**src/rtl/core/tnon_pkg.sv**
```systemverilog
`timescale 1ns / 1ps
// ----------------------------------------------------------------------------
// tnon_pkg
// Shared constants and types of the telnet option negotiator: telnet command
// codes, the output beat record and the sizing of the output beat queue.
// ----------------------------------------------------------------------------
package tnon_pkg;

  // Telnet command codes.
  localparam logic [7:0] TnIac  = 8'hFF;
  localparam logic [7:0] TnWill = 8'hFB;
  localparam logic [7:0] TnWont = 8'hFC;
  localparam logic [7:0] TnDo   = 8'hFD;
  localparam logic [7:0] TnDont = 8'hFE;
  localparam logic [7:0] TnSb   = 8'hFA;
  localparam logic [7:0] TnSe   = 8'hF0;

  // Option agreed to after reset.
  localparam logic [7:0] AgreedOptionRst = 8'h01;

  // Beat kinds.
  localparam logic KindData  = 1'b0;
  localparam logic KindReply = 1'b1;

  // Largest number of beats one received byte can cause.
  localparam int unsigned MaxBeats = 3;
  localparam int unsigned NumW     = $clog2(MaxBeats + 1);

  // Output beat queue sizing.
  localparam int unsigned QDepth = 8;
  localparam int unsigned QPtrW  = $clog2(QDepth);
  localparam int unsigned QCntW  = QPtrW + 1;

  // One output beat.
  typedef struct packed {
    logic       kind;
    logic [7:0] data;
    logic       last;
  } beat_t;

  // Beats caused by one received byte; only the first num entries count.
  typedef struct packed {
    logic [NumW-1:0]            num;
    beat_t [MaxBeats-1:0]       beat;
  } parse_res_t;

endpackage

```
**src/rtl/core/tnon_parse.sv**
```systemverilog
`timescale 1ns / 1ps
// ----------------------------------------------------------------------------
// tnon_parse
// Receive-side telnet parser. Holds the parse state, the pending command and
// the agreed option, and works out the beats that one received byte causes.
// ----------------------------------------------------------------------------
module tnon_parse
  import tnon_pkg::*;
(
  input  logic       clk_i,
  input  logic       rst_ni,
  input  logic       cfg_we_i,
  input  logic [7:0] cfg_wdata_i,
  input  logic       accept_i,
  input  logic [7:0] byte_i,
  output parse_res_t res_o
);

  typedef enum logic [2:0] {
    StData   = 3'd0,
    StIac    = 3'd1,
    StCmd    = 3'd2,
    StSb     = 3'd3,
    StSbData = 3'd4,
    StSbIac  = 3'd5
  } state_e;

  state_e     state_q, state_d;
  logic [7:0] pend_q, pend_d;
  logic [7:0] agreed_q;
  logic [7:0] answer;
  logic       answer_ok;

  // Answer to a pending negotiation command.
  always_comb begin
    answer    = TnWont;
    answer_ok = 1'b1;
    case (pend_q)
      TnDo:    answer = (byte_i == agreed_q) ? TnWill : TnWont;
      TnWill:  answer = TnDo;
      TnDont:  answer = TnWont;
      TnWont:  answer = TnDont;
      default: answer_ok = 1'b0;
    endcase
  end

  // Next state and the beats caused by the current byte.
  always_comb begin
    state_d = StData;
    pend_d  = pend_q;
    res_o   = '0;
    res_o.beat[0] = '{kind: KindData, data: byte_i, last: 1'b1};
    case (state_q)
      StIac: begin
        if (byte_i inside {TnWill, TnWont, TnDo, TnDont}) begin
          pend_d  = byte_i;
          state_d = StCmd;
        end else if (byte_i == TnSb) begin
          state_d = StSb;
        end else if (byte_i == TnIac) begin
          res_o.num = NumW'(1);
        end
      end
      StCmd: begin
        if (answer_ok) begin
          res_o.num     = NumW'(MaxBeats);
          res_o.beat[0] = '{kind: KindReply, data: TnIac, last: 1'b0};
          res_o.beat[1] = '{kind: KindReply, data: answer, last: 1'b0};
          res_o.beat[2] = '{kind: KindReply, data: byte_i, last: 1'b1};
        end
      end
      StSb: begin
        state_d = StSbData;
      end
      StSbData: begin
        state_d = (byte_i == TnIac) ? StSbIac : StSbData;
      end
      StSbIac: begin
        state_d = (byte_i == TnIac) ? StSbData : StData;
      end
      default: begin
        if (byte_i == TnIac) begin
          state_d = StIac;
        end else begin
          res_o.num = NumW'(1);
        end
      end
    endcase
  end

  // Parse state, pending command and configuration register.
  always_ff @(posedge clk_i or negedge rst_ni) begin
    if (!rst_ni) begin
      state_q  <= StData;
      pend_q   <= '0;
      agreed_q <= AgreedOptionRst;
    end else begin
      if (accept_i) begin
        state_q <= state_d;
        pend_q  <= pend_d;
      end
      if (cfg_we_i) begin
        agreed_q <= cfg_wdata_i;
      end
    end
  end

endmodule

```
**src/rtl/core/tnon_beat_fifo.sv**
```systemverilog
`timescale 1ns / 1ps
// ----------------------------------------------------------------------------
// tnon_beat_fifo
// Output beat queue. Takes up to three beats in one cycle and hands out one
// beat per cycle while ready_i is high, on a valid/ready channel.
// ----------------------------------------------------------------------------
module tnon_beat_fifo
  import tnon_pkg::*;
(
  input  logic       clk_i,
  input  logic       rst_ni,
  input  parse_res_t push_i,
  input  logic       push_en_i,
  output logic       room_o,
  output logic       valid_o,
  input  logic       ready_i,
  output beat_t      beat_o
);

  beat_t             mem_q [QDepth];
  logic [QPtrW-1:0]  wr_ptr_q, rd_ptr_q;
  logic [QCntW-1:0]  cnt_q;
  logic [NumW-1:0]   push_num;
  logic              pop;

  assign push_num = push_en_i ? push_i.num : '0;
  assign pop      = valid_o && ready_i;
  assign valid_o  = (cnt_q != '0);
  assign beat_o   = mem_q[rd_ptr_q];
  // Room for a full reply burst.
  assign room_o   = (cnt_q <= QCntW'(QDepth - MaxBeats));

  // Beat storage.
  always_ff @(posedge clk_i) begin
    for (int k = 0; k < MaxBeats; k++) begin
      if (NumW'(k) < push_num) begin
        mem_q[wr_ptr_q + QPtrW'(k)] <= push_i.beat[k];
      end
    end
  end

  // Pointers and fill count.
  always_ff @(posedge clk_i or negedge rst_ni) begin
    if (!rst_ni) begin
      wr_ptr_q <= '0;
      rd_ptr_q <= '0;
      cnt_q    <= '0;
    end else begin
      wr_ptr_q <= wr_ptr_q + QPtrW'(push_num);
      if (pop) begin
        rd_ptr_q <= rd_ptr_q + QPtrW'(1);
      end
      cnt_q <= cnt_q + QCntW'(push_num) - QCntW'(pop);
    end
  end

endmodule

```
**src/rtl/core/telnet_option_negotiator_core.sv**
```systemverilog
`timescale 1ns / 1ps
// ----------------------------------------------------------------------------
// telnet_option_negotiator_core
// Telnet receive parser: passes data bytes through, answers option
// negotiation with IAC/answer/option reply beats and skips subnegotiation.
// ----------------------------------------------------------------------------
//  channel   signals                          direction
//  in        in_valid_i in_ready_o in_byte_i  received byte, one per beat
//  out       out_valid_o out_ready_i          out_kind_o out_byte_o out_last_o
//  cfg       cfg_we_i cfg_wdata_i             agreed option, written at once
//
// A byte is parsed in the cycle it is accepted; its beats land in an
// eight-entry queue and can leave from the next cycle on, one per ready cycle.
// Input is taken every cycle while the queue has room for three beats, so
// the sustained rate is one byte per cycle with the output ready.
// Reset puts the parser in the data state and the agreed option at 1.
// An output stall only holds off input once the queue nears full.
// ----------------------------------------------------------------------------
module telnet_option_negotiator_core
  import tnon_pkg::*;
(
  input  logic       clk_i,
  input  logic       rst_ni,
  input  logic       cfg_we_i,
  input  logic [7:0] cfg_wdata_i,
  input  logic       in_valid_i,
  output logic       in_ready_o,
  input  logic [7:0] in_byte_i,
  output logic       out_valid_o,
  input  logic       out_ready_i,
  output logic       out_kind_o,
  output logic [7:0] out_byte_o,
  output logic       out_last_o
);

  parse_res_t res;
  beat_t      beat;
  logic       room;
  logic       accept;

  assign in_ready_o = room;
  assign accept     = in_valid_i && room;

  // Byte parser.
  tnon_parse u_parse (
    .clk_i       (clk_i),
    .rst_ni      (rst_ni),
    .cfg_we_i    (cfg_we_i),
    .cfg_wdata_i (cfg_wdata_i),
    .accept_i    (accept),
    .byte_i      (in_byte_i),
    .res_o       (res)
  );

  // Output beat queue.
  tnon_beat_fifo u_fifo (
    .clk_i     (clk_i),
    .rst_ni    (rst_ni),
    .push_i    (res),
    .push_en_i (accept),
    .room_o    (room),
    .valid_o   (out_valid_o),
    .ready_i   (out_ready_i),
    .beat_o    (beat)
  );

  assign out_kind_o = beat.kind;
  assign out_byte_o = beat.data;
  assign out_last_o = beat.last;

endmodule

```
**config.mk**
```make
export PLATFORM = sky130hd
export DESIGN_NAME = telnet_option_negotiator_core
export DESIGN_NICKNAME = d
export VERILOG_FILES = /design/src/rtl/core/tnon_pkg.sv /design/src/rtl/core/tnon_parse.sv /design/src/rtl/core/tnon_beat_fifo.sv /design/src/rtl/core/telnet_option_negotiator_core.sv
export SDC_FILE = /design/constraint.sdc
export NUM_CORES = 1
export LEC_CHECK = 0
export BUFFER_PORTS_ARGS = -buffer_cell sky130_fd_sc_hd__clkbuf_2
export CAP_MARGIN = 20
export CORE_MARGIN = 2
export CORE_UTILIZATION = 30
export DETAILED_ROUTE_END_ITERATION = 16
export MAX_ROUTING_LAYER = met4
export PLACE_DENSITY = 0.55
export SLEW_MARGIN = 5
export SYNTH_ARGS = -nofsm -noshare
export SYNTH_HDL_FRONTEND = slang
export SYNTH_HIERARCHICAL = 1
export SYNTH_SLANG_ARGS = --single-unit
```
**constraint.sdc**
```tcl
create_clock -name clk_i -period 3.45 [get_ports clk_i]
set_clock_uncertainty 0.1 [all_clocks]
set_input_delay 0.5175 -clock clk_i [delete_from_list [all_inputs] [get_ports clk_i]]
set_output_delay 0.5175 -clock clk_i [all_outputs]
set_load 0.02 [all_outputs]
```
==> flow_summary_export.csv <==
group,metric,value,unit
status,outcome,"complete, no violations",
setup_path,reg2reg_slack,0.28,ns
clock_tree,cts-root-buf,"clkbuf_16",
sta,min_period,3.165,ns
logic_synthesis,synth_area_per_cell,9.966,µm²
floorplanning,die_area,25140,µm²
logic_synthesis,ys_seq_area_share,43.67,%
sta,finalCritPeriodShare,91.75,%
drt,wirelength,22.12,mm
setup_path,critical_path.startpoint,"u_parse/state_q[2]$_DFFE_PN0P_",
placement,port_buffers,32,
sta,hold_violations,0,
floorplanning,die_h,158.6,µm
grt,grt_pass1_vias,5815,
clock_tree,cts.htree.levels,3,
clock_tree,clk_path_buf_depth,2,
sta,setup_tns,0,ns
grt,grt_max_degree,85,
setup_path,required,3.63,ns
clock_tree,clkTransAtPathRegs,0.07,ns
final_layout,regArea,3129,µm²
setup_path,critPathSlowestCell,"or2_2",
clock_tree,cts_tree,"done",
logic_synthesis,synth_enable_flop_cells,80,
sta,fmax,315.9,MHz
floorplanning,start_util,30.53,%
flow_run,maxCapViolCount,0,
drt,drt_iter0_markers,933,
final_layout,final_core_util,33.72,%
logic_synthesis,ys_types,57,
logic_synthesis,synth_flop_cell,"edfxtp_1",
setup_path,cp_num_cells,11,
clock_tree,clkLatencyLatePin,0.36,ns
sta,tightest_slew,0.7411,ns
setup_path,endpoint,"u_fifo/cnt_q[3]$_DFF_PN0_",
logic_synthesis,synth.cell_area,7166,µm²
final_layout,final_common_cell,"nand3_1",
grt,track_usage,18.79,%
grt,antenna_found_initial,0,
drt,vias_per_cell,5.845,
setup_path,cp-end-kind,"flop",
drt,antenna_left,0,
logic_synthesis,ys_ff_latch,109,
final_layout,fin_nets,738,
setup_path,reg2reg_from,"u_parse/state_q[2]$_DFFE_PN0P_",
placement,place_hpwl,14.34,mm
floorplanning,core_region_area,23470,µm²
sta,slew_headroom,50.60,%
power_and_ir_drop,total_leakage_power,2.563,nW
grt,grt_overflow_total,0,
setup_path,max_stage_delay,0.46,ns
final_layout,drive_above_1_share,21.55,%
clock_tree,cts.sinks,109,
grt,grt_pass1_wl,34.76,mm
floorplanning,rows,56,
logic_synthesis,synthArstFlopShare,26.61,%
sta,setup_viol,0,
worst_hold_path,hold_class,"in -> async",
floorplanning,fp.dieW,158.6,µm
final_layout,antenna_cells,0,
setup_path,ff2ff_path_depth,11,
setup_path,r2r_end,"u_fifo/cnt_q[3]$_DFF_PN0_",
setup_path,worstPathMaxFanout,13,
setup_path,path_class,"reg -> reg",
clock_tree,cts_made_buffers,9,
drt,first_pass_iters,8,
final_layout,multi_input_area,3501,µm²
drt,drc,0,
floorplanning,ios,33,
final_layout,fill_cells,2375,
final_layout,final_cell_mix,"nand3_1 (88), nor3_1 (80), a31oi_1 (80), edfxtp_1 (80), o21ai_0 (78)",
clock_tree,post_cts_resized,0,
placement,globalplace.congestion,0.8584,
logic_synthesis,synthCells,719,
clock_tree,postCtsSetupBuffers,0,
setup_path,path_cells,"and2b_1 -> nand4b_1 -> or2_2 -> inv_1 -> nand2_1 -> ha_1 -> inv_1 -> ha_1 -> a21o_1 -> a21oi_1 -> xor2_1",
clock_tree,ctsHoldBuffers,0,
logic_synthesis,synth_nets,752,
sta,rsz0062_at_grt,"false",
power_and_ir_drop,power_density,557.8,nW/µm²
sta,drv_slew,0,
setup_path,cp-start-kind,"flop",
setup_path,cp.buffers_inverters,2,
setup_path,path_delay_family,"simple AND/OR/NAND/NOR gates",
drt,vias,6014,
setup_path,arrival,3.35,ns
power_and_ir_drop,ir_drop,0.0005306,V
final_layout,syn_to_final_growth,10.46,%
drt,wire_per_inst,21.49,µm
logic_synthesis,synth-warning-count,6,
==> final cells by class <==
class	instances	area share, %
timing repair buffer	78	6.703
tap	319	5.043
clock buffer	11	2.940
sequential	109	39.54
clock inverter	5	0.8378
inverter	15	0.7114
multi-input combinational	492	44.23
==> flip-flops by register name, indices dropped and copies added, names as in the netlist <==
name	flops
u_fifo/cnt_q	4
u_fifo/mem_q	80
u_fifo/rd_ptr_q	3
u_fifo/wr_ptr_q	3
u_parse/agreed_q	8
u_parse/pend_q	8
u_parse/state_q	3
==> worst register-to-register path, stage by stage (launching register included) <==
cell and delay, ns:
dfrtp_1 0.41, and2b_1 0.24, nand4b_1 0.20, or2_2 0.46, inv_1 0.37, nand2_1 0.14
ha_1 0.30, inv_1 0.07, ha_1 0.29, a21o_1 0.15, a21oi_1 0.18, xor2_1 0.18
==> per-layer routing <==
layer  vias up  global-route usage (%)  share of wire (%)
met5         -                       -                  0
met4         0                   6.864                2.9
met3        40                   2.912                8.0
met2       332                   28.67                 46
met1      2931                   25.37                 43
li1       2711                       -                  -
==> worst min path at each step <==
stage	start	end	cells after the start
final	rst_ni	u_fifo/cnt_q[3]$_DFF_PN0_	1
after global routing	rst_ni	u_fifo/cnt_q[3]$_DFF_PN0_	1
after CTS	rst_ni	u_fifo/cnt_q[3]$_DFF_PN0_	1
after detailed placement	u_parse/pend_q[4]$_DFFE_PN0P_	u_parse/pend_q[4]$_DFFE_PN0P_	1
after global placement	u_parse/pend_q[6]$_DFFE_PN0P_	u_parse/pend_q[6]$_DFFE_PN0P_	1
after floorplan	rst_ni	u_fifo/cnt_q[0]$_DFF_PN0_	0
==> logic make-up after synthesis <==
kind of cell	count (synthesis)	synth area share, %
AND/OR/NAND/NOR	236	18.54
AO/OA/AOI/OAI	183	15.38
buffers and inverters	118	7.788
flip-flops	109	43.67
multiplexers	42	9.743
XOR/XNOR	18	2.514
adder cells (fa/ha/maj)	12	2.305
other	1	0.05233
==> power breakdown <==
group / switching, W / total, W / internal, W
sequential: 0.000114 / 0.00159 / 0.00148
clock: 0.000488 / 0.00106 / 0.000573
combinational: 0.00112 / 0.00176 / 0.000644
total: 0.00172 / 0.00441 / 0.00269
==> stage by stage <==
stage | std cells | cell area, µm² | hold WS [ns] | setup WS, ns | total power, W
2_1_floorplan | 719 | 7166 | 0.1219 | 0.1862 | 0.002866
3_3_place_gp | 1013 | 7616 | 0.3448 | 0.3593 | 0.003365
3_5_place_dp | 1013 | 7616 | 0.3451 | 0.3120 | 0.003375
4_1_cts | 1029 | 7915 | 0.1446 | 0.3047 | 0.004442
5_1_grt | 1029 | 7915 | 0.1753 | 0.06234 | 0.004633
6_report | 1029 | 7915 | 0.1104 | 0.2845 | 0.004415
==> synth_stat cells (2+ instances only) <==
cell | number | area, µm²
buf_6 | 4 | 45.04
dfrtp_1 | 28 | 700.7
buf_1 | 10 | 37.54
xor2_1 | 4 | 35.03
o221ai_1 | 8 | 70.07
nor3_1 | 80 | 400.4
o211ai_1 | 2 | 15.01
nand2b_1 | 10 | 62.56
nand4_1 | 2 | 12.51
ha_1 | 10 | 125.1
and4_1 | 3 | 26.28
buf_2 | 29 | 145.1
nand3_1 | 88 | 440.4
clkbuf_1 | 47 | 176.4
o21ai_0 | 78 | 390.4
edfxtp_1 | 80 | 2402
fa_1 | 2 | 40.04
and3_1 | 2 | 12.51
a31oi_1 | 80 | 500.5
xnor2_2 | 2 | 32.53
xnor2_1 | 11 | 96.34
a21oi_1 | 2 | 10.01
or2_1 | 8 | 50.05
inv_1 | 15 | 56.30
or2_2 | 7 | 43.79
and2_1 | 11 | 68.82
nand4b_1 | 4 | 35.03
mux4_2 | 20 | 450.4
o21ai_1 | 3 | 15.01
buf_4 | 13 | 97.59
nand2_1 | 8 | 30.03
mux2_2 | 22 | 247.7
and4b_1 | 2 | 20.02
No activity file was read; power rests on OpenSTA's default activity.
